[src/rtl/pfb_pkg.sv]
// Shared types and constants for the page framebuffer pixel plot block.
// Panel geometry, operation and color codes, and the plot request struct.
// No dependencies.
`default_nettype none

package pfb_pkg;

	localparam int PANEL_WIDTH  = 128;
	localparam int PANEL_HEIGHT = 64;
	localparam int BUFFER_BYTES = 1024;
	localparam int ADDR_W       = $clog2(BUFFER_BYTES);

	typedef enum logic [1:0] {
		OP_DRAW  = 2'd0,
		OP_CLEAR = 2'd1,
		OP_READ  = 2'd2,
		OP_NONE  = 2'd3
	} op_t;

	typedef enum logic [1:0] {
		COL_BLACK  = 2'd0,
		COL_WHITE  = 2'd1,
		COL_INVERT = 2'd2,
		COL_KEEP   = 2'd3
	} color_t;

	typedef struct packed {
		logic              in_bounds;
		logic              addr_ok;
		logic [ADDR_W-1:0] addr;
		logic [2:0]        bit_sel;
	} plot_t;

endpackage

`default_nettype wire

[src/rtl/pfb_coord.sv]
// Bounds check, quarter-turn rotation and page byte address of one pixel.
// Depends on pfb_pkg.
`default_nettype none

module pfb_coord (
	input  wire logic [1:0]  rotation,
	input  wire logic [15:0] pixel_x,
	input  wire logic [15:0] pixel_y,
	output pfb_pkg::plot_t   plot
);

	import pfb_pkg::*;

	logic [15:0] lw;
	logic [15:0] lh;
	logic [15:0] px;
	logic [15:0] py;
	logic [31:0] addr_w;

	always_comb begin
		lw = rotation[0] ? 16'(PANEL_HEIGHT) : 16'(PANEL_WIDTH);
		lh = rotation[0] ? 16'(PANEL_WIDTH) : 16'(PANEL_HEIGHT);
		unique case (rotation)
			2'd1: begin
				px = 16'(PANEL_WIDTH - 1) - pixel_y;
				py = pixel_x;
			end
			2'd2: begin
				px = 16'(PANEL_WIDTH - 1) - pixel_x;
				py = 16'(PANEL_HEIGHT - 1) - pixel_y;
			end
			2'd3: begin
				px = pixel_y;
				py = 16'(PANEL_HEIGHT - 1) - pixel_x;
			end
			default: begin
				px = pixel_x;
				py = pixel_y;
			end
		endcase
		addr_w = {16'd0, px} + 32'(py >> 3) * 32'(PANEL_WIDTH);
		plot.in_bounds = !pixel_x[15] && !pixel_y[15] && (pixel_x < lw) && (pixel_y < lh);
		plot.addr_ok   = addr_w < 32'(BUFFER_BYTES);
		plot.addr      = addr_w[ADDR_W-1:0];
		plot.bit_sel   = py[2:0];
	end

endmodule

`default_nettype wire

[config.mk]
export PLATFORM = sky130hd
export DESIGN_NAME = pfb_coord
export DESIGN_NICKNAME = d
export VERILOG_FILES = /design/src/rtl/pfb_pkg.sv /design/src/rtl/pfb_coord.sv
export SDC_FILE = /design/constraint.sdc
export NUM_CORES = 1
export LEC_CHECK = 0
export ABC_AREA = 1
export BUFFER_PORTS_ARGS = -buffer_cell sky130_fd_sc_hd__buf_2
export CELL_PAD_IN_SITES_DETAIL_PLACEMENT = 0
export CELL_PAD_IN_SITES_GLOBAL_PLACEMENT = 1
export CORE_AREA = 2 2 75 77
export DETAILED_ROUTE_END_ITERATION = 7
export DIE_AREA = 0 0 77 79
export PLACE_DENSITY = 0.95
export SLEW_MARGIN = 20
export SYNTH_ARGS = -nofsm -noshare
export SYNTH_HDL_FRONTEND = slang
export SYNTH_SLANG_ARGS = --single-unit
[constraint.sdc]
create_clock -name vclk -period 7.9
set_clock_uncertainty 0.1 [all_clocks]
set_input_delay 1.58 -clock vclk [all_inputs]
set_output_delay 1.58 -clock vclk [all_outputs]
set_load 0.005 [all_outputs]
==> results of run 1 <==
==> cells in the final DEF, fill, tap and decap left out, types with 3 or more instances in the layout <==
master / n
a221oi_1: 6
o2111ai_1: 5
nor2_4: 3
buf_2: 49
nand4_1: 9
a21oi_1: 16
nand3_1: 29
nor2_2: 3
nor2_1: 33
ha_1: 16
o22ai_1: 7
nand2_2: 5
inv_1: 69
o21ai_0: 22
nand2_1: 105
xor2_1: 13
a22oi_1: 3
nand3b_1: 6
==> final cells by class <==
type	instances	share of cell area, %
Tap cell	72	3.954
Multi-Input combinational cell	299	73.37
Timing Repair Buffer	49	10.76
Inverter	71	11.92
==> metrics by stage <==
step | area (µm²) | util [%]
after floorplan | 2031 | -
after global placement | 2278 | 42.69
after detailed placement | 2278 | 42.69
after CTS | 2278 | 42.69
after global routing | 2278 | 42.69
final | 2278 | 42.69
==> cell families (layout without fill, tap and decap cells) <==
logic type                 Yosys count  count (layout)  share of synthesized area, %
adders and majority gates           17              17                         10.84
and+or+nand+nor                    198             198                         43.62
buffers and inverters               82             120                         17.68
AOI/OAI and AO/OA                   70              70                         21.81
xor gates and xnor gates            14              14                         6.038
==> final timing paths <==
check	endpoint	from	slack, ns
worst max-delay path	plot[13]	rotation[1]	1.57
worst min-delay path	plot[7]	pixel_x[4]	3.37
==> layer usage <==
metal / GRT usage [%] / share of wire, %
met4: 2.679 / 0.94
met5: 0 / 0
met1: 28.44 / 45
met2: 36.75 / 45
met3: 3.182 / 8.6
==> worst max-delay path: stages <==
cell and delay [ns]:
buf_2 0.47, nand2_2 0.31, inv_1 0.38, a221oi_1 0.15, o21ai_1 0.13, o21ai_2 0.10, fa_1 0.47, inv_1 0.07
nand3_1 0.08, nand2_1 0.14, nand2_1 0.08, nand2_1 0.06, nand2_1 0.04, nand2_1 0.06, nand3_1 0.10, nor2_1 0.12
nand3_1 0.09, nor2_1 0.10, buf_2 0.11
==> power groups by stage <==
stage | clock, mW | sequential [mW] | combinational, mW
2_1_floorplan | 0 | 0 | 0.130
3_3_place_gp | 0 | 0 | 0.176
3_5_place_dp | 0 | 0 | 0.177
4_1_cts | 0 | 0 | 0.179
6_report | 0 | 0 | 0.180
5_1_grt | 0 | 0 | 0.205
==> impl.org, run 1 <==
** Detailed routing
- For this run, the detailed router's first-pass iteration total came to 5.
- Once detail routing completed, the nets flagged for antenna violations numbered 0.
- Count of unresolved DRC violations after routing :: 0
- Via count :: 2609
- Average wire per cell in the routed design :: 13.39 µm
- For this block, the routed nets add up to 6575 µm of wire.
- Iter 0 DRT Violations :: 183
- Vias per std cell :: 5.314

** Floorplan
- For this configuration, the core starts out at a cell density of 38.05%.
- Boundary Pins :: 49
- Die Span Y :: 79 µm
- Floorplan Core Area :: 0.005338 mm²
- The die is 77 µm wide.
- Core Rows :: 27
- The die covers 0.006083 mm².

** Global route
- Across every metal layer, demand over resource in global routing totals 21.14%.
- The initial antenna violation count came to 0.
- The via count of the first global-routing pass is 2340.
- Summed over all layers, the global routing overflow is 0.
- The first global-routing pass estimated 10760 µm of wire.
- Entering global routing, the biggest net connects 35 pins.

** Logic synthesis
- Leading cell type by number of instances after synthesis :: nand2_1
- Netlist area before placement :: 0.002031 mm²
- Post-Syn Area per Cell :: 5.330 µm²
- Cell types with the highest counts after synthesis :: nand2_1, inv_1, nor2_1
- Count of synthesis-stage warnings from yosys :: 0
- Synthesis instantiated 36 different standard cells from the library.
- Largest cells by area after synthesis :: nand2_1, inv_1, ha_1, nand3_1, nor2_1
- After synthesis, the largest area contributor takes up 19.41% of total cell area.
- Seq/Total Area, Yosys :: 0%
- Post-Syn Nets :: 432
- Cell type contributing the most total cell area after synthesis :: nand2_1
- Post-synthesis cell count :: 381

** Place
- The number of placed instances, taps included, is 491.
- Input and output buffers added on the ports amount to 49.
- Timing analysis after detailed placement gives a worst setup slack of 1.609 ns.
- Routability-driven placement finished with a final weighted congestion of 0.9541.
- Once detailed placement completed, the half-perimeter wirelength came to 5338 µm.

** Pwr
- The clock network burns 0% of the power.
- Per report_power, the combinational group accounts for 100.0% of the total.
- Per report_power, the sequential group accounts for 0% of the total.
- Total chip power :: 0.1800 mW
- Internal cell power :: 0.06813 mW
- For this design the total switching power over the nets is 0.1118 mW.
- Net switching is 62.14% of the power.
- Peak supply drop :: 30.03 µV
- In this run the power density over the cells is 78.98 mW/mm².
- Leakage power :: 1.281 nW

** Critical path
- The worst setup path is of the input pin to output port kind.
- STA classifies the critical path startpoint as an input pin.
- Data arrives at the worst endpoint at 4.65 ns.
- Required time of the critical path :: 6.22 ns
- The worst setup path is captured at an output port.
- Maximum fanout along the worst path :: 24

** STA
- Remaining max-slew budget at the tightest pin :: 55.70%
- Period utilization :: 80.16%
- Setup repair after global routing missed its margin :: no
- Worst hold slack :: 3.367 ns
- The number of pins exceeding their max-slew limit in the final report was 0.
- Slew at the pin closest to its max-slew limit :: 0.6645 ns
- Hold violation count in the final report :: 0
- Timing would allow up to 157.9 MHz.
- The worst path needs 6.333 ns of the cycle, external delays included.
- Final setup slack of the worst path :: 1.567 ns
- Summed over all failing endpoints, the final setup total negative slack is 0 ns.
- Setup violations remaining at the end of the flow were counted as 0.

** Cells and area
- The number of antenna diodes in the final layout is 0.
- Final cell count without fillers :: 491
- At the end of the flow, the number of nets in the layout was 472.
- Footprint of the multi-input gates :: 0.001672 mm²
- From synthesis to final layout, the design area changed by 12.20%.
- The post-route netlist has 15.75% of its cells at a drive strength greater than 1.
- Number of clock buffers in the layout :: 0
- Sequential cells :: 0
- The sequential cells in the finished layout cover a total of 0 µm².
- Counting the fill cells in the layout gives 611.

** Clock tree
- Hold Buf Count CTS :: 0
- Post_cts resized :: 0
- In this run the post-CTS setup repair buffer count came out at 0.

** Worst hold path
- Type of the most critical hold path :: input pin to output port
- The worst hold path passes through 4 cells.

** Run status
- Outcome :: finished, final reports clean

** Flow run
- Reported max-cap violation count :: 0
Note: power is estimated with default switching activity, not from simulation.
==> inputs of run 2 (changes only) <==
--- a/config.mk
+++ b/config.mk
@@ -9,10 +9,10 @@
 export BUFFER_PORTS_ARGS = -buffer_cell sky130_fd_sc_hd__buf_2
 export CELL_PAD_IN_SITES_DETAIL_PLACEMENT = 0
 export CELL_PAD_IN_SITES_GLOBAL_PLACEMENT = 1
-export CORE_AREA = 2 2 75 77
+export CORE_AREA = 2 2 77 79
 export DETAILED_ROUTE_END_ITERATION = 7
-export DIE_AREA = 0 0 77 79
-export PLACE_DENSITY = 0.95
+export DIE_AREA = 0 0 79 81
+export PLACE_DENSITY = 0.94
 export SLEW_MARGIN = 20
 export SYNTH_ARGS = -nofsm -noshare
 export SYNTH_HDL_FRONTEND = slang
==> constraint.sdc (replaced) <==
create_clock -name vclk -period 6.3
set_clock_uncertainty 0.1 [all_clocks]
set_input_delay 1.26 -clock vclk [all_inputs]
set_output_delay 1.26 -clock vclk [all_outputs]
set_load 0.005 [all_outputs]
==> impl.org, run 2 (synthesized netlist as in run 1, its figures left out) <==
** Critical path
- In this design, the stage delay of the slowest critical-path cell is 0.38 ns.
- By startpoint and endpoint, the worst setup path is classified as input pin to output port.
- Element type at the critical path end :: output port
- Of all nets on the critical path, the largest fanout is 7.
- The worst setup path is launched from an input pin.
- Worst path arrival time :: 4.18 ns
- Required time of the critical path :: 4.94 ns
- Family with the most delay on the worst path :: simple AND/OR/NAND/NOR gates
- WP buf/inv :: 5
- Traced cell by cell, the critical path runs through buf_2 -> inv_1 -> ha_1 -> inv_1 -> nor2_1 -> nand3_1 -> o21ai_0 -> nand4_1 -> o21ai_0 -> inv_1 -> ha_1 -> nand2_1 -> nor2_1 -> nand2_1 -> nor2_1 -> nor2_1 -> nand3b_1 -> nand2_1 -> nand3_1 -> nor2_1 -> buf_2.
- Critical path's slowest cell :: ha_1
- Cell repeated most along the worst path :: nor2_1

** Clock tree
- Buffers inserted to repair hold after CTS numbered 0.
- Post_cts resized :: 0
- Post-CTS setup buffer count :: 0

** Pwr
- Of the total power, the clock network draws 0%.
- Fraction of power spent switching nets :: 62.23%
- The worst-case IR drop observed on VDD is 39.61 µV.
- Power share of the combinational group :: 100.0%
- Leakage power :: 1.290 nW
- In this run the power density over the cells is 99.35 mW/mm².
- The analysis attributes to net switching a power of 0.1420 mW.
- Per report_power, the sequential group accounts for 0% of the total.
- Internal cell power :: 0.08621 mW

** STA
- Achievable clock frequency :: 180.6 MHz
- Hold violation count in the final report :: 0
- For the pin with the worst max-slew slack, the measured transition is 0.6521 ns.
- Final worst path period need :: 5.537 ns
- Period utilization :: 87.90%
- After routing, the total negative slack on setup checks comes to 0 ns.
- Final number of max-transition violations :: 0
- Setup repair after global routing missed its margin :: no
- In this run the tightest slew margin relative to its limit is 56.53%.
- Hold is met by 2.733 ns.
- Setup violations, final :: 0

** Detailed routing
- In the routed design, unresolved DRC markers number 0.
- In the final routed layout, each cell accounts on average for 14.00 µm.
- Length of the first detailed-routing pass in iterations :: 5
- Final ANT Viol Nets :: 0
- Via count :: 2602
- In this run, the number of DRC markers left after iteration 0 of detailed routing was 162.
- Post-Route WL :: 6943 µm
- Using the TritonRoute via totals, the vias-per-cell ratio works out to 5.246.

** Worst hold path
- The worst hold path belongs to the class input pin to output port.

** Cells and area
- For this run, the post-layout net count is 474.
- Excluding fillers, the count of instances in the completed layout stands at 496.
- Number of filler instances in the final layout :: 671
- The layout has 0 clock buffers.
- The number of antenna diodes in the final layout is 0.
- Area of all sequential standard cells :: 0 µm²
- Cells fill 40.48% of the core in the end.
- From synthesis to final layout, the design area changed by 13.12%.
- Commonest cells after routing, fill and taps aside :: nand2_1, inv_1, buf_2, nor2_1, nand3_1
- Leaving out fill and tap cells, the most frequent cell in the layout is nand2_1.
- In the finished design the tool counted flip-flops and latches totalling 0.
- Proportion of layout cells with a drive suffix above 1 :: 16.15%

** Floorplan
- Die Span Y :: 81 µm
- Die Span X :: 79 µm
- Core Rows :: 28
- The die covers 0.006399 mm².
- Boundary Pins :: 49
- The core region is 0.005675 mm².
- Initial Util :: 35.78%

** Place
- After detailed placement, the design holds a cell count of 496.
- The wire-length estimate of the detail-placed layout is 5720 µm.
- In this run the tool buffered the top-level ports with 49 buffer cells.
- Routability-driven placement finished with a final weighted congestion of 0.9683.

** Global route
- Entering global routing, the biggest net connects 35 pins.
- Number of antenna violations at the first check in global routing :: 0
- The via count of the first global-routing pass is 2357.
- GRT Overall Usage :: 21.78%
- Wire length of the first global-routing pass :: 11280 µm
- For this run the aggregate overflow at the end of global routing stands at 0.

** Run status
- Outcome :: finished, final reports clean

** Flow run
- Reported max-cap violation count :: 0
[run 2: stage by stage]
stage	total power [mW]	area (µm²)	setup WS, ns
floorplan	0.1627	2031	1.582
global placement	0.2237	2297	0.7600
detailed placement	0.2260	2297	0.7789
CTS	0.2270	2297	0.7745
global route	0.2600	2297	0.4105
finish	0.2282	2297	0.7625
[run 2: routing by layer]
layer	track usage (%)	vias up	share of wire (%)
li1	-	1337	-
met1	30.64	1171	47
met2	38.64	86	47
met3	0.1111	8	5.2
met4	2.586	0	0.88
met5	0	-	0
[run 2: tightest hold or removal path: cells and delay by family]
| family | cells | cell delay, ns |
|---|---|---|
| buf+inv | 3 | 0.25 |
| compound gates | 1 | 0.07 |
[run 2: layout make-up]
cell class	count	area [µm²]	share of cell area (%)
inverter	71	271.5	11.82
multi-input combinational	299	1672	72.77
timing repair buffer	51	260.3	11.33
tap	75	93.84	4.085
[run 2: power by group through the flow]
stage	Clock, mW	Combinational [mW]	Sequential [mW]
floorplan	0	0.163	0
global placement	0	0.224	0
detailed placement	0	0.226	0
CTS	0	0.227	0
global route	0	0.260	0
finish	0	0.228	0
[run 2: worst paths after layout]
path  startpoint        to  cells past startpoint
max   pixel_x[7]  plot[13]                     21
min   pixel_x[4]   plot[7]                      4
